[config.mk]
export PLATFORM = sky130hd
export DESIGN_NAME = gcd_rot_cell
export DESIGN_NICKNAME = d
export VERILOG_FILES = /design/src/hdl/gcd_pkg.sv /design/src/hdl/gcd_rot_cell.sv
export SDC_FILE = /design/constraint.sdc
export NUM_CORES = 1
export LEC_CHECK = 0
export BUFFER_PORTS_ARGS = -buffer_cell sky130_fd_sc_hd__buf_4
export CAP_MARGIN = 10
export CORE_MARGIN = 3
export CORE_UTILIZATION = 35
export DETAILED_ROUTE_END_ITERATION = 8
export PLACE_DENSITY_LB_ADDON = 0.2
export SLEW_MARGIN = 15
export SYNTH_ARGS = -nofsm -noshare
export SYNTH_HDL_FRONTEND = slang
export SYNTH_SLANG_ARGS = --single-unit
[constraint.sdc]
create_clock -name i_clk -period 5.2 [get_ports i_clk]
set_input_delay 0.52 -clock i_clk [delete_from_list [all_inputs] [get_ports i_clk]]
set_output_delay 0.52 -clock i_clk [all_outputs]
set_load 0.01 [all_outputs]
[src/hdl/gcd_pkg.sv]
// Shared types, constants and the CORDIC angle table for the great-circle
// distance pipeline. No dependencies.
package gcd_pkg;

    localparam int CORDIC_STAGES = 30;
    localparam int SQRT_STAGES   = 32;

    localparam logic [63:0] PI_Q62       = 64'hC90FDAA22168C235;
    localparam logic [63:0] RAD_SCALE_64 = ((PI_Q62 >> 1) + 64'd900000000) / 64'd1800000000;
    localparam logic [31:0] RAD_SCALE    = RAD_SCALE_64[31:0];

    localparam logic [32:0] INV_GAIN    = 33'd652032874;
    localparam logic [32:0] PI_Q30      = 33'd3373259426;
    localparam logic [33:0] HALF_PI_Q30 = 34'd1686629713;
    localparam logic [22:0] EARTH_R_M   = 23'd6372795;
    localparam logic [24:0] HALF_CIRC_M = 25'd20020726;

    // rotation-mode CORDIC state (sine/cosine lanes)
    typedef struct packed {
        logic signed [32:0] x;
        logic signed [32:0] y;
        logic signed [32:0] z;
    } t_rot_st;

    // bitwise root state
    typedef struct packed {
        logic [63:0] v;
        logic [63:0] res;
    } t_sqrt_st;

    // vectoring-mode CORDIC state (atan2)
    typedef struct packed {
        logic signed [35:0] x;
        logic signed [35:0] y;
        logic signed [33:0] z;
    } t_vec_st;

    // atan(2^-i) in radians, 30 fraction bits
    function automatic logic [29:0] stage_angle(input int i);
        logic [29:0] a;
        case (i)
            0:       a = 30'd843314857;
            1:       a = 30'd497837829;
            2:       a = 30'd263043837;
            3:       a = 30'd133525159;
            4:       a = 30'd67021687;
            5:       a = 30'd33543516;
            6:       a = 30'd16775851;
            7:       a = 30'd8388437;
            8:       a = 30'd4194283;
            9:       a = 30'd2097149;
            10:      a = 30'd1048576;
            default: a = 30'd1 << (30 - i);
        endcase
        return a;
    endfunction

endpackage

[src/hdl/gcd_rot_cell.sv]
// One rotation-mode CORDIC cell: a micro-rotation by atan(2^-STAGE).
// Depends on gcd_pkg.
module gcd_rot_cell
    import gcd_pkg::*;
#(
    parameter int STAGE = 0,
    parameter int TAG_W = 1
) (
    input  logic             i_clk,
    input  logic             i_en,
    input  t_rot_st          i_st,
    input  logic [TAG_W-1:0] i_tag,
    output t_rot_st          o_st,
    output logic [TAG_W-1:0] o_tag
);

    localparam logic signed [32:0] ANG = $signed({3'b000, stage_angle(STAGE)});

    t_rot_st n_st;
    t_rot_st r_st;
    logic [TAG_W-1:0] r_tag;

    always_comb begin
        if (!i_st.z[32]) begin
            n_st.x = i_st.x - (i_st.y >>> STAGE);
            n_st.y = i_st.y + (i_st.x >>> STAGE);
            n_st.z = i_st.z - ANG;
        end else begin
            n_st.x = i_st.x + (i_st.y >>> STAGE);
            n_st.y = i_st.y - (i_st.x >>> STAGE);
            n_st.z = i_st.z + ANG;
        end
    end

    always_ff @(posedge i_clk) begin
        if (i_en) begin
            r_st  <= n_st;
            r_tag <= i_tag;
        end
    end

    assign o_st  = r_st;
    assign o_tag = r_tag;

endmodule

==> results of run 1 <==
[synthesized netlist by cell type, types with 7 or more instances]
master,n
nand2b_1,13
and3_1,7
nor4_1,7
buf_2,8
nor2b_1,17
clkbuf_1,28
a21oi_1,131
buf_4,7
nand3_1,15
xor2_1,15
inv_1,101
mux2i_1,15
buf_1,8
o211ai_1,9
nor2_1,93
nand2_1,73
a211oi_1,11
nor3_1,17
and2_1,10
o21ai_0,58
xnor2_1,78
edfxtp_1,99
o21ai_1,12
a31oi_1,12
o21bai_1,20
ha_1,127
o21a_1,15
a21o_1,34
nand4_1,11
o31ai_1,11
[cell usage in the layout (no fill, tap or decap), drive strengths merged, types with 10 or more instances in the layout]
master / Yosys / routed
nand2b: 14 / 14
nand4: 11 / 11
o211ai: 11 / 11
xor2: 15 / 15
and2: 10 / 10
a21o: 34 / 34
o21ai: 72 / 72
inv: 103 / 106
nor3: 17 / 17
nor2b: 17 / 17
o21bai: 20 / 20
edfxtp: 99 / 99
buf: 23 / 204
xnor2: 78 / 78
nand2: 75 / 75
a21oi: 133 / 133
mux2i: 15 / 15
a211oi: 13 / 13
nand3: 15 / 15
o21a: 16 / 16
o31ai: 12 / 12
a31oi: 12 / 12
nor2: 95 / 95
ha: 127 / 127
[final cells by class]
| cell class | instances | area share, % |
|---|---|---|
| tap | 384 | 3.887 |
| inverter | 107 | 3.249 |
| sequential | 99 | 24.05 |
| clock inverter | 7 | 0.7288 |
| clock buffer | 9 | 1.822 |
| multi-input combinational | 921 | 53.87 |
| timing repair buffer | 204 | 12.39 |
[registers in the layout (all words and copies together), names as in the netlist]
signal and count:
o_tag 1, o_st 98
[how the worst max path moves through the flow]
stage               depth (start not counted)  slack [ns]                 end     start
detailed placement                         12        0.97  o_st[32]$_DFFE_PP_  i_st[32]
global placement                           12         1.0  o_st[32]$_DFFE_PP_  i_st[32]
global route                               12        1.00  o_st[32]$_DFFE_PP_  i_st[32]
finish                                     12        1.37  o_st[32]$_DFFE_PP_  i_st[32]
floorplan                                  13        1.36  o_st[29]$_DFFE_PP_  i_st[32]
CTS                                        12        1.35  o_st[32]$_DFFE_PP_  i_st[32]
[per-layer routing]
metal	routed length (µm)	global-route usage (%)	up-vias
li1	-	-	4559
met1	14580	27.71	4439
met2	14430	31.46	365
met3	2023	2.510	36
met4	539	4.943	0
met5	0	0	-
[power breakdown]
group / internal [µW] / total [µW] / switching, µW
clock: 422 / 760 / 338
combinational: 564 / 1320 / 757
sequential: 1060 / 1100 / 42.3
[stage by stage]
| stage | cell area (µm²) | utilization (%) |
|---|---|---|
| 2_1_floorplan | 10260 | - |
| 5_1_grt | 12360 | 42.95 |
| 3_5_place_dp | 12050 | 41.85 |
| 3_3_place_gp | 12050 | 41.85 |
| 4_1_cts | 12360 | 42.95 |
| 6_report | 12360 | 42.95 |
[cell families (layout without fill, tap and decap cells)]
| group | Yosys count | in the layout |
|---|---|---|
| compound gates | 388 | 388 |
| fa+ha+maj | 131 | 131 |
| mux | 15 | 15 |
| buf+inv | 158 | 327 |
| simple gates | 294 | 294 |
| xor+xnor | 93 | 93 |
| flops | 99 | 99 |
==> summary.txt, run 1 <==
First-pass GRT wire length: 48.61 mm
Hold Crit Class: in2reg
Main combinational cell family by area after synthesis: compound AO/OA/AOI/OAI gates
Critical path launch point type: primary input
Slew Limit Fails: 0
Worst Hold Path Cells: 1
Cell count after placement: 1715
Cts hold-fix bufs: 0
Vias per cell: 5.430
Num rows: 62
Crit path max-delay family: compound AO/OA/AOI/OAI gates
WL final: 31.57 mm
Post-CTS setup buffer count: 0
Power consumption: 3184 µW
Worst endpoint required time: 5.30 ns
Synth Area in Adders: 16.27%
Setup violations, final: 0
Most numerous cell on the critical path: o21ai_1
Synth Net Count: 1411
Post-place setup slack: 0.9712 ns
YS warnings: 0
Chip width: 177.2 µm
Max Root-Sink Buffers: 2
Synth Area in Compound Gates: 25.14%
Leak: 0.005425 µW
Rel. slew slack: 49.08%
Critical Path Fanout Max: 42
PortBufs: 201
Power per cell area: 257.6 nW/µm²
Io pins: 202
Synth area leader: edfxtp_1
Clock sink total: 99
Crit path buf inv count: 2
Mapped cell area: 10260 µm²
Worst path arrival time: 3.94 ns
Htree depth: 3
Post-synth top area share: 28.97%
FF+latch area: 2973 µm²
Area Overhead vs Synth: 20.46%
Diode count: 0
Clock-pin slew on the worst setup and hold paths: 0.07 ns
RSZ-0062 raised after global routing: false
Area of the multi-input gates: 6659 µm²
CTS tree: done
Die height: 177.2 µm
# DRC: 0
Initial Util: 35.65%
Via Count: 9399
EDFF count, synth: 99
Hold Vio Cnt, Final: 0
DRT iter0 DRCs: 847
Final RePlAce weighted congestion: 0.9258
Fmax: 260.9 MHz
CP Class: in2reg
Ys flop type: edfxtp_1
Sequential share of the synthesized area: 28.97%
XOR/XNOR Fraction of Synth Area: 7.938%
Mux contribution to synthesized area: 1.463%
TritonCTS buffer count: 9
Pre-antenna DRT Iters: 5
Min Tclk post-route: 3.833 ns
Synth top area cells: edfxtp_1 (29%), ha_1 (15%), xnor2_1 (6.7%)
Flops & latches, synth: 99
Gate Count Post-Synth: 1178
CORE AREA: 28780 µm²
Setup WS post-layout: 1.367 ns
Detailed Place HPWL: 24.73 mm
Vias in the first global route: 9006
Post-CTS Resized: 0
Status: complete, no violations
Hold Path Sink: o_tag$_DFFE_PP_
Final TNS setup: 0 ns
Max-capacitance violation count: 0
Crit-path cells: buf_4 -> inv_2 -> ha_1 -> nor2b_1 -> o21ai_0 -> a21boi_0 -> o2111ai_1 -> a2111oi_2 -> o21ai_1 -> o21ai_1 -> a2111oi_0 -> or3_1
Total grt overflow: 0
Gr usage total: 19.53%
# fillers: 2866
Antenna-violating nets left: 0
Crit. End Element: register
Hold_sp: i_tag
Share of flip-flops with an asynchronous set or reset: 0%
Period utilization: 73.71%
CTS root buf: clkbuf_16
Syn Area/Cell: 8.711 µm²
Largest net degree at the start of global routing: 53
Drt wl/cell: 18.24 µm
Worst Tran Pin Value: 0.7627 ns
Initial antenna violation count: 0
Simple-gate area share of the yosys netlist: 14.08%
Max incr delay on CP: 0.48 ns
DIE AREA: 31410 µm²
Non-filler instance count after layout: 1731
Slowest-stage cell, CP: ha_1
Final net count: 1575
Hold_ws: 0.3376 ns
Layout cells sized above 1: 18.86%
Distinct cells, synth: 82
Worst vdd ir: 0.0001439 V
No activity file was read; power rests on OpenSTA's default activity.
==> run 2, diff against run 1 <==
--- a/config.mk
+++ b/config.mk
@@ -5,6 +5,7 @@
 export SDC_FILE = /design/constraint.sdc
 export NUM_CORES = 1
 export LEC_CHECK = 0
+export ABC_AREA = 1
 export BUFFER_PORTS_ARGS = -buffer_cell sky130_fd_sc_hd__buf_4
 export CAP_MARGIN = 10
 export CORE_MARGIN = 3
==> constraint.sdc (replaced) <==
create_clock -name i_clk -period 3.7 [get_ports i_clk]
set_input_delay 0.37 -clock i_clk [delete_from_list [all_inputs] [get_ports i_clk]]
set_output_delay 0.37 -clock i_clk [all_outputs]
set_load 0.01 [all_outputs]
==> run 2 against run 1 <==
Worst hold slack worse by 0.16 ns. Combinational power increased by 61%. Cell count rose by 57%. Power increased by 45%. Synthesized area is 24% higher. Sequential share of layout area is 4.0 points lower. Sequential power is 38% higher. Routed wire length is 46% higher. First-iteration DRC count increased by 17%.
==> summary.txt, run 2 <==
Pre-antenna DRT Iters: 6
Final net count: 2482
Worst endpoint required time: 3.83 ns
Share of flip-flops with an asynchronous set or reset: 0%
Initial Util: 35.61%
Htree depth: 3
Max Root-Sink Buffers: 2
Count leader, synth: nand2_1
Slew Limit Fails: 0
Rel. slew slack: 42.54%
Worst path arrival time: 2.69 ns
DRT iter0 DRCs: 988
Cts hold-fix bufs: 0
Max reg flops: 98
Hold_sp: i_tag
RSZ-0062 raised after global routing: false
Num rows: 69
Leak: 0.008155 µW
Hold Path Sink: o_tag$_DFFE_PP_
Initial antenna violation count: 1
Hold Vio Cnt, Final: 0
Post-CTS Resized: 0
Crit. End Element: register
Post-synth top area share: 23.36%
TritonCTS buffer count: 9
DIE AREA: 38690 µm²
Drt wl/cell: 17.02 µm
Largest net degree at the start of global routing: 62
Hold_ws: 0.1750 ns
Layout cells sized above 1: 11.58%
Synth top area cells: edfxtp_1 (23%), nand2_1 (22%), ha_1 (12%)
Io pins: 202
Ys flop type: edfxtp_1
CP Class: in2reg
Mapped cell area: 12730 µm²
Sequential share of the synthesized area: 23.36%
Final RePlAce weighted congestion: 0.9581
Power per cell area: 311.4 nW/µm²
Post-CTS setup buffer count: 0
Critical Path Fanout Max: 25
Clock-pin slew on the worst setup and hold paths: 0.07 ns
Distinct cells, synth: 41
CORE AREA: 35740 µm²
Gate Count Post-Synth: 2077
WL final: 46.21 mm
Area Overhead vs Synth: 16.39%
Chip width: 196.7 µm
Flops & latches, synth: 99
Commonest non-fill, non-tap cell in the layout: nand2_1
Diode count: 0
Setup violations, final: 0
CTS tree: done
Syn Area/Cell: 6.128 µm²
EDFF count, synth: 99
Vias in the first global route: 13100
Antenna-violating nets left: 0
Hold Crit Class: in2reg
First-pass GRT wire length: 71.43 mm
Vias per cell: 4.920
Max-capacitance violation count: 0
Worst vdd ir: 0.0002237 V
Final TNS setup: 0 ns
Die height: 196.7 µm
Power consumption: 4613 µW
Critical path launch point type: primary input
# DRC: 0
Min Tclk post-route: 2.556 ns
Detailed Place HPWL: 39.20 mm
DP Area: 14540 µm²
PortBufs: 201
Total grt overflow: 0
Synth area leader: edfxtp_1
Clock sink total: 99
Fmax: 391.3 MHz
Worst Tran Pin Value: 0.8618 ns
Worst Hold Path Cells: 1
CTS root buf: clkbuf_16
YS warnings: 0
Via Count: 13360
Most frequent cells in the layout: nand2_1 (752), inv_1 (377), buf_4 (204)
Commonest cells in the netlist: nand2_1 (752), inv_1 (377), nand3_1 (188)
Final Cell Area: 14810 µm²
Period utilization: 69.08%
Gr usage total: 23.58%
Synth Net Count: 2310
Status: complete, no violations
Fin util: 41.44%
-- run 2: changes by cell type in the layout (fill, tap and decap cells not counted), moves of 24 or more --
cell | before | now
a21o_1 | 34 | 6
nor2_1 | 93 | 151
inv_1 | 101 | 377
xnor2_1 | 78 | 4
xor2_1 | 15 | 39
nand3_1 | 15 | 188
nand2_1 | 73 | 752
-- run 2: logic make-up after synthesis --
logic type      count (synthesis)  share of synthesized area, %
fa+ha+maj                     131                         13.11
simple gates                 1161                         37.61
xor+xnor                       43                         2.959
buf+inv                       428                         13.78
flops                          99                         23.36
compound gates                215                         9.172
-- run 2: how the worst max path moves through the flow --
stage | to | from | cells after the start | slack (ns)
finish | o_st[31]$_DFFE_PP_ | i_st[32] | 12 | 1.14
global route | o_st[31]$_DFFE_PP_ | i_st[32] | 12 | 0.91
CTS | o_st[31]$_DFFE_PP_ | i_st[32] | 12 | 1.12
detailed placement | o_st[31]$_DFFE_PP_ | i_st[32] | 12 | 0.74
global placement | o_st[31]$_DFFE_PP_ | i_st[32] | 12 | 0.75
floorplan | o_st[25]$_DFFE_PP_ | i_st[32] | 13 | 1.29
-- run 2: stage by stage --
step / setup WS (ns) / instances
3_5_place_dp: 0.7375 / 2699
4_1_cts: 1.124 / 2715
3_3_place_gp: 0.7483 / 2699
2_1_floorplan: 1.292 / 2077
6_report: 1.144 / 2715
5_1_grt: 0.9089 / 2715
-- run 2: power by group --
part | internal, µW | leakage (µW) | switching [µW] | total (µW)
Combinational | 752 | 0.00706 | 1370 | 2120
Clock | 462 | 0.000127 | 504 | 967
Sequential | 1450 | 0.000967 | 68.4 | 1520
-- run 2: final cells by class --
class	instances	area [µm²]
Fill cell	3908	20930
Multi-Input combinational cell	1550	8000
Sequential cell	99	2973
Timing Repair Buffer	205	1551
Inverter	384	1441
Tap cell	461	576.8
Clock buffer	11	232.7
Clock inverter	5	37.54
-- run 2: per-layer routing --
| layer | vias up | global-route usage [%] | part of all wire [%] | wire (µm) |
|---|---|---|---|---|
| met5 | - | 0 | 0 | 0 |
| met4 | 0 | 7.022 | 2.4 | 1130 |
| met3 | 49 | 2.137 | 5.5 | 2544 |
| met2 | 426 | 39.54 | 45 | 20940 |
| met1 | 6040 | 32.48 | 47 | 21590 |
| li1 | 6844 | - | - | - |
-- run 2: critical path: stages --
cell and delay [ns]:
buf_4 0.16, inv_2 0.41, ha_1 0.40, a21oi_1 0.29, o21ai_0 0.23, a21o_1 0.28
nand2_1 0.08, nand2_1 0.13, nand2_1 0.14, nand2_1 0.06, nand2_1 0.06, nand2_1 0.05
