### config.mk
export PLATFORM = sky130hd
export DESIGN_NAME = gcd_sqrt_cell
export DESIGN_NICKNAME = d
export VERILOG_FILES = /design/src/hdl/gcd_pkg.sv /design/src/hdl/gcd_sqrt_cell.sv
export SDC_FILE = /design/constraint.sdc
export NUM_CORES = 1
export LEC_CHECK = 0
export ABC_AREA = 1
export CAP_MARGIN = 0
export CORE_ASPECT_RATIO = 0.8
export CORE_MARGIN = 1
export CORE_UTILIZATION = 31
export DETAILED_ROUTE_END_ITERATION = 10
export DONT_BUFFER_PORTS = 1
export PLACE_DENSITY_LB_ADDON = 0.2
export SETUP_SLACK_MARGIN = 0.1
export SLEW_MARGIN = 20
export SYNTH_ARGS = -nofsm -noshare
export SYNTH_HDL_FRONTEND = slang
export SYNTH_SLANG_ARGS = --single-unit
### constraint.sdc
create_clock -name i_clk -period 3.75 [get_ports i_clk]
set_input_delay 0.75 -clock i_clk [delete_from_list [all_inputs] [get_ports i_clk]]
set_output_delay 0.75 -clock i_clk [all_outputs]
set_load 0.01 [all_outputs]
### src/hdl/gcd_pkg.sv
// Shared types, constants and the CORDIC angle table for the great-circle
// distance pipeline. No dependencies.
package gcd_pkg;

    localparam int CORDIC_STAGES = 30;
    localparam int SQRT_STAGES   = 32;

    localparam logic [63:0] PI_Q62       = 64'hC90FDAA22168C235;
    localparam logic [63:0] RAD_SCALE_64 = ((PI_Q62 >> 1) + 64'd900000000) / 64'd1800000000;
    localparam logic [31:0] RAD_SCALE    = RAD_SCALE_64[31:0];

    localparam logic [32:0] INV_GAIN    = 33'd652032874;
    localparam logic [32:0] PI_Q30      = 33'd3373259426;
    localparam logic [33:0] HALF_PI_Q30 = 34'd1686629713;
    localparam logic [22:0] EARTH_R_M   = 23'd6372795;
    localparam logic [24:0] HALF_CIRC_M = 25'd20020726;

    // rotation-mode CORDIC state (sine/cosine lanes)
    typedef struct packed {
        logic signed [32:0] x;
        logic signed [32:0] y;
        logic signed [32:0] z;
    } t_rot_st;

    // bitwise root state
    typedef struct packed {
        logic [63:0] v;
        logic [63:0] res;
    } t_sqrt_st;

    // vectoring-mode CORDIC state (atan2)
    typedef struct packed {
        logic signed [35:0] x;
        logic signed [35:0] y;
        logic signed [33:0] z;
    } t_vec_st;

    // atan(2^-i) in radians, 30 fraction bits
    function automatic logic [29:0] stage_angle(input int i);
        logic [29:0] a;
        case (i)
            0:       a = 30'd843314857;
            1:       a = 30'd497837829;
            2:       a = 30'd263043837;
            3:       a = 30'd133525159;
            4:       a = 30'd67021687;
            5:       a = 30'd33543516;
            6:       a = 30'd16775851;
            7:       a = 30'd8388437;
            8:       a = 30'd4194283;
            9:       a = 30'd2097149;
            10:      a = 30'd1048576;
            default: a = 30'd1 << (30 - i);
        endcase
        return a;
    endfunction

endpackage

### src/hdl/gcd_sqrt_cell.sv
// One digit of the bitwise integer square root.
// Depends on gcd_pkg.
module gcd_sqrt_cell
    import gcd_pkg::*;
#(
    parameter int STAGE = 0,
    parameter int TAG_W = 34
) (
    input  logic             i_clk,
    input  logic             i_en,
    input  t_sqrt_st         i_st,
    input  logic [TAG_W-1:0] i_tag,
    output t_sqrt_st         o_st,
    output logic [TAG_W-1:0] o_tag
);

    localparam logic [63:0] BIT = 64'd1 << (62 - 2 * STAGE);

    logic [63:0] w_trial;
    t_sqrt_st n_st;
    t_sqrt_st r_st;
    logic [TAG_W-1:0] r_tag;

    assign w_trial = i_st.res + BIT;

    always_comb begin
        if (i_st.v >= w_trial) begin
            n_st.v   = i_st.v - w_trial;
            n_st.res = (i_st.res >> 1) + BIT;
        end else begin
            n_st.v   = i_st.v;
            n_st.res = i_st.res >> 1;
        end
    end

    always_ff @(posedge i_clk) begin
        if (i_en) begin
            r_st  <= n_st;
            r_tag <= i_tag;
        end
    end

    assign o_st  = r_st;
    assign o_tag = r_tag;

endmodule

==> flow_summary.ini, run 1 <==
[clock_network]
cts_tree = yes
path_clk_slew_ns = 0.07
cts.sink_count = 162
cts_inserted_buffers = 17
cts_setup_buffers = 0
htreeDepth = 4
clock-root-buffer = clkbuf_16
cts_resized = 0
ctsLongestPathBuffers = 2
hold_buffers = 0

[global_routing]
grt_max_degree = 163
grt_pass1_vias = 9909
antenna_found_initial = 0
overflow = 0
track_usage_pct = 21.3
grt_pass1_wl_um = 61400

[flow_run]
cap_viol_max_count = 0

[drt]
drc = 0
vias = 10231
via_per_inst = 4.51
first_iter_violations = 665
dr.pass1.iters = 6
ant_nets = 0
wire_per_inst_um = 18.5
wl_um = 42000

[placed_design]
port_buffers = 0
place.gp.congestion = 0.904
dp_hpwl_um = 35200

[setup_path]
cpMostUsedCell = nand2_2
cp_top_family = simple AND/OR/NAND/NOR gates
critPathMaxStageDelay_ns = 0.42
crit_required_ns = 3.96
slowest_stage = fa_1
crit_path_start_kind = input pin
critPathBufInv = 4
worstSetupEndpointType = flop
crit_chain = inv_1, ha_1, fa_1, inv_1, nand3_1, nand2_4, nand2_2, nand2_2, nand2_1, nand2_2, nand2_2, nand3_2, nand2_2, nand2_4, inv_4, buf_4, nand2_1, nand2_1
criticalPathCategory = input pin to flop
crit_arrival_ns = 3.01
critical_path.max_fanout = 31

[logic_synthesis]
synth_seq_area_share_pct = 40.6
synthesis.area_mm2 = 0.0120
yosysWarnings = 0
synth_cells = 1746
avgSynthCellArea_um2 = 6.86
ys_async_sr_fraction_pct = 0
synth.distinct_cells = 29
synth_edf_count = 162
syn-num-nets = 1975
synth_top_flop_cell = edfxtp_1
ys_ff_latch = 162

[timing]
finalSetupViolCount = 0
finalMaxSlewViolations = 0
period_minus_slack_ns = 2.81
tightest_slew_ns = 0.585
finalHoldViolCount = 0
period_share_pct = 74.8
slew_headroom_pct = 60.9
fmax_ghz = 0.356
fin_tns_setup_ns = 0
rsz0062_at_grt = no
whs_ns = 0.380

[min_path]
hold_path.class = input pin to flop

[floorplan]
row_count = 64
die-area_mm2 = 0.0394
initial_utilization_pct = 31.4
die_h_um = 178
coreArea_mm2 = 0.0381
ios = 326
die_w_um = 222

[status]
status = complete, no violations

[cells_and_area]
nFillCells = 4230
final_cell_mix = nand2_1 (762), inv_1 (401), edfxtp_1 (162), nor2_1 (112), nand3_1 (79)
final_layout_size_suffix_gt1_share_pct = 4.12
diodes = 0
multi_input_area_mm2 = 0.00548
final_util_pct = 34.5
register_area_mm2 = 0.00486
layout_commonest_cell = nand2_1
layout.nets = 1988
area_growth_syn_to_layout_pct = 9.89

[pwr]
power.density_mw_per_mm2 = 421
ir_drop_v = 0.000271
leakage_uw = 0.00712
[layout make-up]
cell class,count,area share [%]
repair buffers,7,0.494
multi-input cells,1164,41.6
clock inverters,15,1.34
inverters,407,11.6
flip-flops and latches,162,37.0
clock buffers,17,3.23
well taps,495,4.70
[Yosys cell counts, types with 5 or more instances]
cell        n  area, um2
xor2_1     30        263
nor3_1      7       35.0
nand3_1    79        395
buf_2       8       40.0
nand2_2     6       37.5
nand4_1    20        125
nand2_1   762       2860
o21ai_0     7       35.0
a21oi_1    43        215
nand3_2    11        110
ha_1       64        801
nor2_2      7       43.8
inv_2       5       18.8
edfxtp_1  162       4860
inv_1     401       1510
nor2_1    112        420
[flip-flops by register name (all words and copies together), names as in the netlist]
signal  cells
o_st      128
o_tag      34
[metrics by stage]
stage               std cells  setup WS, ns  cell area (um2)  total power (uW)
floorplan                1746          1.03            12000              3350
global placement         2235         0.488            12600              3780
detailed placement       2235         0.457            12600              3780
CTS                      2267         0.961            13200              5620
global route             2267         0.756            13200              5850
finish                   2267         0.944            13200              5540
[worst paths after layout]
check | start | endpoint | depth (start not counted)
setup / recovery | i_st[64] | o_st[117] | 18
hold / removal | i_st[15] | o_st[14] | 0
[cells by family after synthesis]
kind of cell | synth area share (%)
DFF | 40.6
adders and majority gates | 6.85
and+or+nand+nor | 34.4
AOI/OAI and AO/OA | 2.20
buffers and inverters | 13.6
xor gates and xnor gates | 2.34
[power breakdown]
part | total (uW) | internal [uW] | switching, uW
Combinational | 1290 | 384 | 907
Sequential | 2450 | 2260 | 191
Clock | 1800 | 1000 | 800
[per-layer routing]
layer | GRT usage, % | wire length [um]
met5 | 0 | 0
met4 | 3.99 | 292
met3 | 5.99 | 3430
met2 | 30.8 | 16800
met1 | 31.4 | 21500
No activity file was read; power rests on OpenSTA's default activity.
==> run 2, diff against run 1 <==
- clock period: 3.75 -> 2.3 ns (I/O delays scaled with it)
==> flow_summary.ini, run 2 (same netlist as run 1, synthesis figures left out) <==
[cells_and_area]
nFillCells = 4058
layout_commonest_cell = nand2_1
final_util_pct = 41.5
largest_reg_flops = 128
layout.nets = 2273
multi_input_area_mm2 = 0.00588
final_layout_size_suffix_gt1_share_pct = 20.8
diodes = 0
stdcell_count = 2552
register_area_mm2 = 0.00486
area_growth_syn_to_layout_pct = 31.9
final_cell_mix = nand2_1 (744), inv_1 (398), buf_4 (284), edfxtp_1 (162), nor2_1 (94)

[global_routing]
grt_max_degree = 163
antenna_found_initial = 0
track_usage_pct = 22.5
overflow = 0
grt_pass1_wl_um = 64700
grt_pass1_vias = 10678

[placed_design]
port_buffers = 0
dp_hpwl_um = 37100
dp.cells = 2510
dpl_worst_slack_ns = -0.606
place.gp.congestion = 0.927

[pwr]
power.density_mw_per_mm2 = 618
ir_drop_v = 0.000484
leakage_uw = 0.00857
power_uw = 9760

[timing]
fmax_ghz = 0.469
period_minus_slack_ns = 2.13
tightest_slew_ns = 0.399
finalSetupViolCount = 0
layout_setup_ws_ns = 0.169
rsz0062_at_grt = yes
slew_headroom_pct = 73.2
period_share_pct = 92.7
finalMaxSlewViolations = 0
finalHoldViolCount = 0

[clock_network]
ctsLongestPathBuffers = 2
cts_tree = yes
clock-root-buffer = clkbuf_16
htreeDepth = 4
cts_inserted_buffers = 17
path_clk_slew_ns = 0.07
cts.sink_count = 162
hold_buffers = 0

[drt]
via_per_inst = 4.38
drc = 0
wl_um = 44100
dr.pass1.iters = 5
first_iter_violations = 682
wire_per_inst_um = 17.3
vias = 11184
ant_nets = 0

[setup_path]
criticalPathCategory = input pin to flop
worstSetupEndpointType = flop
crit_path_start_kind = input pin
crit_arrival_ns = 2.35
crit_required_ns = 2.52
critical_path.max_fanout = 11

[min_path]
min_from = i_st[58]
min_to = o_st[57]
hold_path.class = input pin to flop
hold_path_depth = 0

[floorplan]
die_w_um = 222
die_h_um = 178
row_count = 64
ios = 326
initial_utilization_pct = 31.4
coreArea_mm2 = 0.0381
die-area_mm2 = 0.0394

[status]
status = complete, no violations

[flow_run]
cap_viol_max_count = 0
==> run 2: cell count changes in the layout (fill, tap and decap cells not counted), sizes merged <==
| cell | delta |
|---|---|
| buf | +283 |
| clkbuf | +2 |
| clkinvlp | +1 |
| inv | -1 |
==> run 2: repair_timing <==
item	4_1_cts	5_1_grt
buffers inserted	0	8
cloned	0	2
setup endpoints to repair	64	65
pin swaps	0	7
resized for setup	6	75
==> run 2: stage by stage <==
stage / TNS, ns / instance area [um2] / hold slack, ns
2_1_floorplan: 0 / 12000 / 0.559
6_report: 0 / 15800 / 0.0799
4_1_cts: 0 / 15300 / 0.0483
3_5_place_dp: -35.23 / 14700 / 0.559
5_1_grt: 0 / 15800 / 0.0479
3_3_place_gp: -31.45 / 14700 / 0.559
==> run 2: worst max path at each step <==
stage             start         to  cells after the start
2_1_floorplan  i_st[64]  o_st[119]                     18
3_3_place_gp   i_st[39]   o_st[62]                     15
3_5_place_dp   i_st[39]   o_st[62]                     15
4_1_cts        i_st[63]  o_st[120]                     13
5_1_grt        i_st[14]  o_st[126]                     18
6_report       i_st[39]  o_st[126]                     16
==> run 2: power breakdown <==
part	internal [uW]	total (uW)	leakage [uW]	switching, uW
Combinational	1240	2920	0.00671	1680
Clock	1600	2860	0.000277	1260
Sequential	3680	3980	0.00158	297
==> run 2: per-layer routing <==
layer  up-vias  share of wire [%]  wire length, um  global-route usage, %
met5         -                  0                0                      0
met2       290                 39            17200                   31.2
met3        17                6.2             2740                   5.61
met1      4991                 54            23900                   34.6
li1       5886                  -                -                      -
met4         0               0.64              284                   3.67
==> run 2: critical path, stage by stage <==
cell	delay (ns)
inv_1	0.04
ha_4	0.27
nand2_1	0.06
nand2_1	0.12
inv_2	0.11
nand2_1	0.08
inv_1	0.07
nand2_2	0.10
a21oi_2	0.17
nor2_1	0.08
nor2_4	0.16
nand2_8	0.12
buf_12	0.17
buf_12	0.14
nand3_1	0.12
nand2_1	0.06
==> run 2: final cells by class <==
type                    instances  area share (%)
multi-input cells            1164            37.2
flip-flops and latches        162            30.8
repair buffers                292            14.6
inverters                     407            9.85
well taps                     495            3.92
clock buffers                  17            2.69
clock inverters                15           0.982
==> run 3, diff against run 2 <==
- GPL_TIMING_DRIVEN: not set -> 0
==> flow_summary.ini, run 3 (same netlist as run 1, synthesis figures left out) <==
[drt]
via_per_inst = 4.62
dr.pass1.iters = 5
ant_nets = 0
first_iter_violations = 568
wire_per_inst_um = 18.9
drc = 0
wl_um = 43100
vias = 10537

[setup_path]
crit_required_ns = 2.53
crit_path_start_kind = input pin
critPathBufInv = 1
worstSetupEndpointType = flop
criticalPathCategory = input pin to flop
cpMostUsedCell = nand2_1
critical_path.max_fanout = 4
critPathMaxStageDelay_ns = 0.39
slowest_stage = nor2_1
crit_chain = inv_1, ha_1, nand2_1, nor2_2, nand2_1, nor2_1, and2_1, nand2_1, nand3_1, nand2_1, nand3_1, nand2_1
crit_arrival_ns = 2.46
cp_top_family = simple AND/OR/NAND/NOR gates

[clock_network]
ctsLongestPathBuffers = 2
clock-root-buffer = clkbuf_16
cts_tree = yes
cts.sink_count = 162
path_clk_slew_ns = 0.07
cts_inserted_buffers = 17
hold_buffers = 0
htreeDepth = 4

[timing]
period_share_pct = 97.2
finalHoldViolCount = 0
finalMaxSlewViolations = 0
tightest_slew_ns = 0.482
rsz0062_at_grt = yes
whs_ns = 0.0784
period_minus_slack_ns = 2.24
fmax_ghz = 0.447
slew_headroom_pct = 67.6
finalSetupViolCount = 0
layout_setup_ws_ns = 0.0639

[pwr]
p_int_uw = 5880
power_frac_seq_pct = 43.8
clkPwrFrac_pct = 29.0
p_switching_uw = 3210
swShare_pct = 35.3
pwr-share-comb_pct = 27.3
leakage_uw = 0.00722
ir_drop_v = 0.000478
power.density_mw_per_mm2 = 657

[min_path]
hold_path.class = input pin to flop

[floorplan]
die-area_mm2 = 0.0394
die_w_um = 222
ios = 326
coreArea_mm2 = 0.0381
initial_utilization_pct = 31.4
row_count = 64
die_h_um = 178

[global_routing]
grt_pass1_wl_um = 62400
overflow = 0
grt_max_degree = 163
antenna_found_initial = 0
grt_pass1_vias = 10115
track_usage_pct = 22.0

[cells_and_area]
final_cell_mix = nand2_1 (719), inv_1 (399), edfxtp_1 (162), nor2_1 (97), nand3_1 (73)
area_growth_syn_to_layout_pct = 15.5
largest_reg_flops = 128
layout_commonest_cell = nand2_1
final_layout_size_suffix_gt1_share_pct = 11.0
stdcell_count = 2282
final_util_pct = 36.3
layout.nets = 2003
diodes = 0

[placed_design]
dp_hpwl_um = 35900
dpl_worst_slack_ns = -0.799
dp.cells = 2241
place.gp.congestion = 0.913
port_buffers = 0

[status]
status = complete, no violations

[flow_run]
cap_viol_max_count = 0
-- run 3: cell count changes in the layout (fill, tap and decap cells not counted), moves of 7 or more --
cell	change
ha_1	-19
buf_4	-275
nor2_2	-7
nand2_2	+19
nand2_1	-25
nand2_4	+7
buf_6	+7
ha_2	+24
-- run 3: timing repair --
action | CTS | global route
pin swaps | 7 | 8
endpoints found under the setup margin | 66 | 66
gates resized for setup | 56 | 85
buffers inserted | 4 | 4
gates cloned | 0 | 1
-- run 3: worst paths after layout --
check                start         to  slack, ns  depth (start not counted)
setup / recovery  i_st[32]  o_st[116]       0.06                         12
hold / removal    i_st[14]   o_st[13]       0.08                          0
-- run 3: layout make-up --
cell class	count	area, um2
buffer	13	171
clock buffer	17	425
clock inverter	15	108
fill	4133	24300
inverter	407	1550
multi-input combinational	1164	6020
sequential	162	4860
tap	495	619
timing repair buffer	9	85.1
-- run 3: power by group through the flow --
stage	Combinational [uW]	Sequential (uW)	Clock, uW
3_3_place_gp	2220	4050	0
2_1_floorplan	1500	3990	0
4_1_cts	2340	3990	2740
5_1_grt	2750	4010	2830
6_report	2480	3980	2630
3_5_place_dp	2230	4040	0
-- run 3: per-layer routing --
metal	track usage [%]	up-vias	wire (um)
met4	5.84	0	546
met1	32.5	4832	22200
li1	-	5346	-
met3	5.45	27	3050
met5	0	-	0
met2	31.3	332	17300
-- run 3: through the flow --
stage,area (um2),TNS [ns],total power [uW]
after global routing,13800,0,9590
final,13800,0,9090
after detailed placement,12700,-36.64,6270
after floorplan,12000,0,5500
after global placement,12700,-35.10,6270
after CTS,13500,0,9070
