===== src/hdl/gcd_pkg.sv =====
// Shared types, constants and the CORDIC angle table for the great-circle
// distance pipeline. No dependencies.
package gcd_pkg;

    localparam int CORDIC_STAGES = 30;
    localparam int SQRT_STAGES   = 32;

    localparam logic [63:0] PI_Q62       = 64'hC90FDAA22168C235;
    localparam logic [63:0] RAD_SCALE_64 = ((PI_Q62 >> 1) + 64'd900000000) / 64'd1800000000;
    localparam logic [31:0] RAD_SCALE    = RAD_SCALE_64[31:0];

    localparam logic [32:0] INV_GAIN    = 33'd652032874;
    localparam logic [32:0] PI_Q30      = 33'd3373259426;
    localparam logic [33:0] HALF_PI_Q30 = 34'd1686629713;
    localparam logic [22:0] EARTH_R_M   = 23'd6372795;
    localparam logic [24:0] HALF_CIRC_M = 25'd20020726;

    // rotation-mode CORDIC state (sine/cosine lanes)
    typedef struct packed {
        logic signed [32:0] x;
        logic signed [32:0] y;
        logic signed [32:0] z;
    } t_rot_st;

    // bitwise root state
    typedef struct packed {
        logic [63:0] v;
        logic [63:0] res;
    } t_sqrt_st;

    // vectoring-mode CORDIC state (atan2)
    typedef struct packed {
        logic signed [35:0] x;
        logic signed [35:0] y;
        logic signed [33:0] z;
    } t_vec_st;

    // atan(2^-i) in radians, 30 fraction bits
    function automatic logic [29:0] stage_angle(input int i);
        logic [29:0] a;
        case (i)
            0:       a = 30'd843314857;
            1:       a = 30'd497837829;
            2:       a = 30'd263043837;
            3:       a = 30'd133525159;
            4:       a = 30'd67021687;
            5:       a = 30'd33543516;
            6:       a = 30'd16775851;
            7:       a = 30'd8388437;
            8:       a = 30'd4194283;
            9:       a = 30'd2097149;
            10:      a = 30'd1048576;
            default: a = 30'd1 << (30 - i);
        endcase
        return a;
    endfunction

endpackage


===== src/hdl/gcd_vec_cell.sv =====
// One vectoring-mode CORDIC cell for atan2: drive y toward zero.
// Depends on gcd_pkg.
module gcd_vec_cell
    import gcd_pkg::*;
#(
    parameter int STAGE = 0,
    parameter int TAG_W = 2
) (
    input  logic             i_clk,
    input  logic             i_en,
    input  t_vec_st          i_st,
    input  logic [TAG_W-1:0] i_tag,
    output t_vec_st          o_st,
    output logic [TAG_W-1:0] o_tag
);

    localparam logic signed [33:0] ANG = $signed({4'b0000, stage_angle(STAGE)});

    t_vec_st n_st;
    t_vec_st r_st;
    logic [TAG_W-1:0] r_tag;

    always_comb begin
        if (!i_st.y[35] && (i_st.y != '0)) begin
            n_st.x = i_st.x + (i_st.y >>> STAGE);
            n_st.y = i_st.y - (i_st.x >>> STAGE);
            n_st.z = i_st.z + ANG;
        end else begin
            n_st.x = i_st.x - (i_st.y >>> STAGE);
            n_st.y = i_st.y + (i_st.x >>> STAGE);
            n_st.z = i_st.z - ANG;
        end
    end

    always_ff @(posedge i_clk) begin
        if (i_en) begin
            r_st  <= n_st;
            r_tag <= i_tag;
        end
    end

    assign o_st  = r_st;
    assign o_tag = r_tag;

endmodule


===== config.mk =====
export PLATFORM = sky130hd
export DESIGN_NAME = gcd_vec_cell
export DESIGN_NICKNAME = d
export VERILOG_FILES = /design/src/hdl/gcd_pkg.sv /design/src/hdl/gcd_vec_cell.sv
export SDC_FILE = /design/constraint.sdc
export NUM_CORES = 1
export LEC_CHECK = 0
export BUFFER_PORTS_ARGS = -buffer_cell sky130_fd_sc_hd__clkbuf_2
export CORE_UTILIZATION = 46
export DETAILED_ROUTE_END_ITERATION = 8
export PLACE_DENSITY = 0.68
export SYNTH_ARGS = -nofsm -noshare
export SYNTH_HDL_FRONTEND = slang
export SYNTH_SLANG_ARGS = --single-unit

===== constraint.sdc =====
create_clock -name i_clk -period 5.95 [get_ports i_clk]
set_input_delay 0.595 -clock i_clk [delete_from_list [all_inputs] [get_ports i_clk]]
set_output_delay 0.595 -clock i_clk [all_outputs]
set_load 0.1 [all_outputs]

==> results of run 1 <==
where the power goes:
| group | switching [mW] | internal, mW |
|---|---|---|
| logic | 1.51 | 0.428 |
| registers | 0.0373 | 0.992 |
| clock network | 0.288 | 0.322 |
how the worst max path moves through the flow:
stage	to	startpoint	depth (start not counted)	slack, ps
floorplan	o_st[31]$_DFFE_PP_	i_st[51]	19	1050
global placement	o_st[33]$_DFFE_PP_	i_st[51]	16	1020
detailed placement	o_st[33]$_DFFE_PP_	i_st[51]	16	920
CTS	o_st[33]$_DFFE_PP_	i_st[51]	16	1290
global route	o_st[33]$_DFFE_PP_	i_st[51]	16	1000
finish	o_st[33]$_DFFE_PP_	i_st[51]	16	1320
stage by stage:
stage               instances  power [mW]  cell area [µm²]  utilization
floorplan                1464        2.59            12000            -
detailed placement       1933        2.97            13100        0.516
global placement         1933        2.96            13100        0.516
CTS                      1947        3.58            13400        0.527
global route             1947        3.73            13400        0.527
finish                   1947        3.58            13400        0.527
area by class of cell:
class | instances | area share
timing repair buffer | 223 | 0.0847
clock buffer | 11 | 0.0174
multi-input combinational | 1144 | 0.587
clock inverter | 3 | 0.00309
sequential | 107 | 0.240
inverter | 129 | 0.0363
tap | 330 | 0.0309
flip-flops by register name (all words and copies together) (netlist names):
signal  cells
o_st      105
o_tag       2
layer usage:
layer / up-vias / wire [µm] / share of wire / GRT usage
li1: 5594 / - / - / -
met1: 5476 / 16700 / 0.45 / 0.379
met2: 522 / 16900 / 0.45 / 0.441
met3: 71 / 2510 / 0.067 / 0.0401
met4: 0 / 1100 / 0.030 / 0.101
met5: - / 0 / 0 / 0
layout by cell type (no fill, tap or decap), drive strengths merged, types with 9 or more instances in the layout:
cell    netlist  routed
nor3         37      37
o21ai       100     100
nor4         23      23
mux2i        11      11
edfxtp      107     107
nor2        116     116
ha          115     115
and3         17      17
a21o         35      35
nand3        25      25
a211oi       19      19
nand2       106     106
o31ai        13      13
a211o        11      11
nor2b         9       9
or3          14      14
xnor2        95      95
a21oi       173     173
nand2b       11      11
a31oi        20      20
clkbuf       57     227
nand4        12      12
inv         123     122
o211ai       17      17
o21bai       27      27
xor2         16      16
critical path, cell delays in order:
cell	delay, ps
clkbuf_2	120
nor4_2	440
and3_1	380
a31oi_4	140
clkinv_2	300
ha_1	280
nand2_1	130
o31ai_2	500
inv_1	80
o2111ai_1	240
o21ai_0	120
nor4_1	480
o2111ai_1	290
o211ai_2	310
a41oi_1	170
xnor2_1	160
kinds of logic (layout without fill, tap and decap cells):
| logic type | count (synthesis) | count (layout) |
|---|---|---|
| DFF | 107 | 107 |
| adders and majority gates | 119 | 119 |
| and+or+nand+nor | 408 | 408 |
| muxes | 13 | 13 |
| AOI/OAI and AO/OA | 493 | 493 |
| buffers and inverters | 213 | 366 |
| xor gates and xnor gates | 111 | 111 |
==> reports/metrics.cfg, run 1 <==
[global_route]
grt_pass1_wl_um = 57800
grt_max_degree = 72
overflow = 0
grt_usage = 0.277
antenna_found_initial = 0
grt_pass1_vias = 10800

[min_path]
whs_endpoint = o_tag[1]$_DFFE_PP_
holdPathStages = 1
hold_class = input port to flip-flop
min_from = i_tag[1]

[sta]
finalSetupViolCount = 0
worst_slack_ps = 1320
drv_slew = 0
rsz0062_at_grt = no
max_freq_ghz = 0.216
fin_crit_ps = 4630
hold_ws_ps = 408
hold_viol_final = 0
relSlewSlack = 0.472
fin_crit_sh = 0.778
worst_pin_slew_ps = 792
setup_tns_ps = 0

[logic_synthesis]
ys_ff_latch = 107
ys_warn_count = 0
synth-simple-area-share = 0.172
ys.flop_type = edfxtp_1
synth_enable_flop_cells = 107
synth.distinct_cells = 91
syn-num-nets = 1692
syn-cell-area_um2 = 12000
yosysMostFrequentCell = a21oi_1
synth_top_area_frac = 0.268
synth_area_leaders = edfxtp_1 27%, ha_1 12%, a21oi_1 7.2%
async_flop_share = 0
synth_xor_area_frac = 0.0811
synthCells = 1464
ys_seq_area_frac = 0.268
synthTopCellsByCount = 173 x a21oi_1, 122 x inv_1, 116 x nor2_1
avgSynthCellArea_um2 = 8.19
synth_compound_area_frac = 0.265
muxShareOfSynthArea = 0.0111
synth_top_cell_by_area = edfxtp_1
synth_top_family_by_area = compound AO/OA/AOI/OAI gates
synth-adder-area-share = 0.126

[clocking]
cts.sinks = 107
post_cts_buffers = 0
clockBufferDepth = 2
cts_buffers = 9
cts-htree-levels = 3
cts-resized-gates = 0
clk_pin_slew_ps = 70
cts_hold_buf = 0
root_buffer = clkbuf_16
cts_tree = built

[cells_and_area]
sequential_cell_area_um2 = 3210
drive_above_1_share = 0.168
fillers = 2516
syn2layout_area_growth_pct = 11.6
antenna_cells = 0
multiInputGateArea_um2 = 7860
fin_nets = 1842

[placed_design]
port_buffers = 217
dp_hpwl_um = 29400
place.gp.congestion = 0.959
pre_cts_ws_ps = 920

[setup_path]
path_class = input port to flip-flop
crit_fanout = 26
worst-endpoint-required_ps = 6060
startpoint_type = input port
endpoint_kind = flip-flop
worst_ep_arrival_time_ps = 4740

[detailed_routing]
first_pass_iters = 6
drt_iter0_drc = 1346
ant_nets = 0
vias_per_cell = 5.99
routed_wl_um = 37300
routedWlPerCell_um = 19.2
drc = 0
via_count = 11700

[flow_run]
drv_cap = 0

[pwr]
p_per_area_nw_per_um2 = 268
irDropWorstVdd_mv = 0.178
leakagePower_nw = 5.80

[die]
die_h_um = 163
die_w_um = 163
dieArea_um2 = 26700
row_count = 58
ios = 218
start_util = 0.472
core_um2 = 25400

[run_status]
status = complete, no violations

No activity file was read; power rests on OpenSTA's default activity.
==> run 2, diff against run 1 <==
==> constraint.sdc (replaced) <==
create_clock -name i_clk -period 4.46 [get_ports i_clk]
set_input_delay 0.446 -clock i_clk [delete_from_list [all_inputs] [get_ports i_clk]]
set_output_delay 0.446 -clock i_clk [all_outputs]
set_load 0.1 [all_outputs]
==> run 2 against run 1 <==
Net effect:
- largest power group unchanged
- sequential share of layout area is 0.26 points lower
- critical path depth is the same
- critical endpoint unchanged
- utilization is 0.58 points higher
- via count down 0.27%
- non-clock buffer count increased by 9
- die area stayed put
- clock power up 42%
- combinational power rose by 35%
- hold slack got worse by 160 ps
- power rose by 35%
==> reports/metrics.cfg, run 2 (synthesis gave the netlist of run 1 again) <==
[run_status]
status = complete, no violations

[sta]
hold_viol_final = 0
worst_pin_slew_ps = 948
relSlewSlack = 0.368
setup_tns_ps = 0
rsz0062_at_grt = no
fin_crit_sh = 0.903
drv_slew = 0
fin_crit_ps = 4030
max_freq_ghz = 0.248
finalSetupViolCount = 0

[min_path]
hold_class = input port to flip-flop
holdPathStages = 1
whs_endpoint = o_tag[0]$_DFFE_PP_
min_from = i_tag[0]

[detailed_routing]
drt_iter0_drc = 1184
via_count = 11600
drc = 0
first_pass_iters = 5
routed_wl_um = 37600
routedWlPerCell_um = 19.2
ant_nets = 0
vias_per_cell = 5.94

[pwr]
pwr-share-clk = 0.179
p_sw_mw = 2.50
combPwrFrac = 0.538
irDropWorstVdd_mv = 0.243
p_sw_frac = 0.515
intPower_mw = 2.35
p_per_area_nw_per_um2 = 359
leakagePower_nw = 5.86
power_frac_seq = 0.283

[setup_path]
path_cells = clkbuf_2 > nor4_4 > and4_4 > a31oi_4 > clkinv_2 > ha_1 > nand2_1 > o31ai_4 > inv_1 > o2111ai_1 > o21ai_0 > nor4_1 > o2111ai_1 > o211ai_2 > a41oi_1 > xnor2_1
startpoint_type = input port
crit_path_top_delay_cell = nor4_1
crit_top_cell = o2111ai_1
worst-endpoint-required_ps = 4580
slowest_delay_ps = 500
path_class = input port to flip-flop
worst_ep_arrival_time_ps = 4150
crit_fanout = 7
endpoint_kind = flip-flop

[clocking]
clockBufferDepth = 2
cts.sinks = 107
root_buffer = clkbuf_16
cts_buffers = 9
post_cts_buffers = 0
cts_tree = built
cts-htree-levels = 3
cts-resized-gates = 0
clk_pin_slew_ps = 80
cts_hold_buf = 0

[global_route]
grt_pass1_vias = 10900
grt_pass1_wl_um = 58500
grt_usage = 0.281
grt_max_degree = 129
overflow = 0
antenna_found_initial = 1

[die]
core_um2 = 25400
die_w_um = 163
die_h_um = 163
start_util = 0.472
ios = 218
row_count = 58
dieArea_um2 = 26700

[cells_and_area]
drive_above_1_share = 0.177
mostFrequentLayoutCells = 216 x clkbuf_2, 173 x a21oi_1, 122 x inv_1
fin_cells = 1959
largest_reg_flops = 105
fin_util = 0.532
fin_nets = 1851
syn2layout_area_growth_pct = 12.8
final_common_cell = clkbuf_2

[placed_design]
placedCellCount = 1942
port_buffers = 217
place.gp.congestion = 0.962
dp_hpwl_um = 29400

[flow_run]
drv_cap = 0

-- run 2: worst max-delay path by stage --
stage | cells after the start | startpoint | slack (ps) | to
after global routing | 16 | i_st[47] | 170 | o_st[33]$_DFFE_PP_
after detailed placement | 13 | i_st[51] | 160 | o_st[22]$_DFFE_PP_
after floorplan | 19 | i_st[47] | 10 | o_st[31]$_DFFE_PP_
after global placement | 16 | i_st[51] | 210 | o_st[33]$_DFFE_PP_
final | 16 | i_st[41] | 430 | o_st[33]$_DFFE_PP_
after CTS | 16 | i_st[41] | 520 | o_st[33]$_DFFE_PP_
-- run 2: worst max-delay path: cells and delay by family --
family	cells	cell delay, ps
buf+inv	3	380
fa+ha+maj	1	150
xor+xnor	1	160
compound gates	7	1680
simple gates	4	1330
-- run 2: cell type report --
cell class                 count  area [µm²]
multi-input combinational   1144        7890
sequential                   107        3210
tap                          330         413
clock buffer                  10         229
antenna                        1        2.50
clock inverter                 6        73.8
timing repair buffer         232        1210
inverter                     129         485
fill                        2451       11900
-- run 2: routing by layer --
layer	global-route usage	wire length, µm	vias to the layer above	share of wire
met3	0.0404	2350	68	0.062
met5	0	0	-	0
met4	0.100	1040	0	0.028
met1	0.383	17000	5486	0.45
li1	-	-	5608	-
met2	0.451	17200	470	0.46
-- run 2: power by group through the flow --
stage                     logic, mW  registers, mW  clock network (mW)
final                          2.61           1.37               0.867
after global routing           2.75           1.39               0.921
after CTS                      2.59           1.38               0.886
after detailed placement       2.58           1.40                   0
after global placement         2.57           1.40                   0
after floorplan               0.923           2.54                   0
-- run 2: stage by stage --
stage	setup slack, ps	area [µm²]	hold slack [ps]	power, mW
finish	433	13500	250	4.85
detailed placement	155	13200	625	3.98
CTS	522	13500	241	4.86
floorplan	13.5	12000	545	3.46
global placement	212	13200	624	3.97
global route	174	13500	236	5.06
==> run 3, diff against run 2 <==
--- a/config.mk
+++ b/config.mk
@@ -6,9 +6,8 @@
 export NUM_CORES = 1
 export LEC_CHECK = 0
 export BUFFER_PORTS_ARGS = -buffer_cell sky130_fd_sc_hd__clkbuf_2
-export CORE_UTILIZATION = 46
+export CORE_UTILIZATION = 30
 export DETAILED_ROUTE_END_ITERATION = 8
-export PLACE_DENSITY = 0.68
 export SYNTH_ARGS = -nofsm -noshare
 export SYNTH_HDL_FRONTEND = slang
 export SYNTH_SLANG_ARGS = --single-unit
==> run 3 against run 2 <==
Net effect:
- clock-buffer cell count shrank 1
- combinational power grew 2%
- design area grew 2.4%
- critical path depth shrank 1
- hold slack lost 3.8 ps
- non-clock buffer count grew 15
==> reports/metrics.cfg, run 3 (synthesis gave the netlist of run 1 again) <==
[clocking]
cts-htree-levels = 3
cts_hold_buf = 0
clk_pin_slew_ps = 70
cts_buffers = 9
post_cts_buffers = 0
clockBufferDepth = 2
cts-resized-gates = 0
cts.sinks = 107
root_buffer = clkbuf_16
cts_tree = built

[global_route]
antenna_found_initial = 2
grt_max_degree = 79
grt_pass1_wl_um = 64000
grt_usage = 0.202
grt_pass1_vias = 11100
overflow = 0

[detailed_routing]
routed_wl_um = 42200
via_count = 11800
vias_per_cell = 5.46
drt_iter0_drc = 842
first_pass_iters = 5
ant_nets = 0
drc = 0
routedWlPerCell_um = 19.5

[setup_path]
path_class = input port to flip-flop
cp-endpoint = o_st[21]$_DFFE_PP_
endpoint_kind = flip-flop
worst_ep_arrival_time_ps = 4030
startpoint_type = input port
worst-endpoint-required_ps = 4580
cp-startpoint = i_st[37]
crit_fanout = 6

[cells_and_area]
final_common_cell = clkbuf_2
drive_above_1_share = 0.184
largest_reg_flops = 105
fillers = 4086
sequential_cell_area_um2 = 3210
design_area_um2 = 13800
syn2layout_area_growth_pct = 15.5
multiInputGateArea_um2 = 7890
fin_nets = 1866
mostFrequentLayoutCells = 216 x clkbuf_2, 173 x a21oi_1, 122 x inv_1
antenna_cells = 0

[placed_design]
port_buffers = 217
place.gp.congestion = 0.935
dp_hpwl_um = 33600
place_area_um2 = 13600

[die]
dieArea_um2 = 40800
die_h_um = 202
core_um2 = 39000
die_w_um = 202
ios = 218
row_count = 72
start_util = 0.307

[sta]
finalSetupViolCount = 0
setup_tns_ps = 0
fin_crit_sh = 0.875
fin_crit_ps = 3900
relSlewSlack = 0.398
rsz0062_at_grt = no
worst_pin_slew_ps = 903
drv_slew = 0
max_freq_ghz = 0.256
hold_viol_final = 0

[pwr]
irDropWorstVdd_mv = 0.205
p_per_area_nw_per_um2 = 352
leakagePower_nw = 5.93

[run_status]
status = complete, no violations

[flow_run]
drv_cap = 0

[min_path]
hold_class = input port to flip-flop

run 3: cell count changes in the layout (fill, tap and decap cells not counted), sizes merged:
cell      before  now
inv          124  123
clkinv         8   11
clkbuf       226  225
buf           16   31
diode          1    0
clkinvlp       2    1
run 3: through the flow:
| step | cells | hold slack [ps] | setup slack [ps] | total power [mW] | util |
|---|---|---|---|---|---|
| 6_report | 2161 | 246 | 558 | 4.87 | 0.355 |
| 5_1_grt | 2161 | 238 | 318 | 5.09 | 0.355 |
| 4_1_cts | 2161 | 222 | 567 | 4.91 | 0.355 |
| 3_5_place_dp | 2145 | 628 | 173 | 4.03 | 0.347 |
| 3_3_place_gp | 2145 | 629 | 223 | 4.03 | 0.347 |
| 2_1_floorplan | 1464 | 545 | 13.5 | 3.46 | - |
run 3: area by class of cell:
cell class | count | area share
multi-input combinational | 1144 | 0.570
tap | 518 | 0.0468
timing repair buffer | 247 | 0.0949
sequential | 107 | 0.232
clock buffer | 9 | 0.0163
clock inverter | 7 | 0.00488
inverter | 129 | 0.0351
run 3: how the worst min path moves through the flow:
stage,from,end,slack (ps),depth (start not counted)
floorplan,i_tag[0],o_tag[0]$_DFFE_PP_,540,0
global placement,i_tag[1],o_tag[1]$_DFFE_PP_,630,1
detailed placement,i_tag[0],o_tag[0]$_DFFE_PP_,630,1
CTS,i_tag[0],o_tag[0]$_DFFE_PP_,220,1
global route,i_tag[0],o_tag[0]$_DFFE_PP_,240,1
finish,i_tag[0],o_tag[0]$_DFFE_PP_,250,1
run 3: critical path: stages:
cell,delay [ps]
clkbuf_2,130
nor4_2,430
and2_1,320
a31oi_4,150
clkinv_2,130
ha_1,250
buf_4,160
o21ai_0,120
a21oi_1,150
o31a_1,300
a2111oi_4,400
nor4_1,150
nor2_1,130
or4b_2,600
xor2_1,170
run 3: power by group:
group          internal, mW  switching, mW
logic                 0.594           2.05
clock network         0.434          0.411
registers              1.32         0.0547
total                  2.35           2.52
run 3: per-layer routing:
metal,share of wire,track usage
met1,0.44,0.270
met2,0.47,0.335
met3,0.057,0.0247
met4,0.027,0.0709
met5,0,0
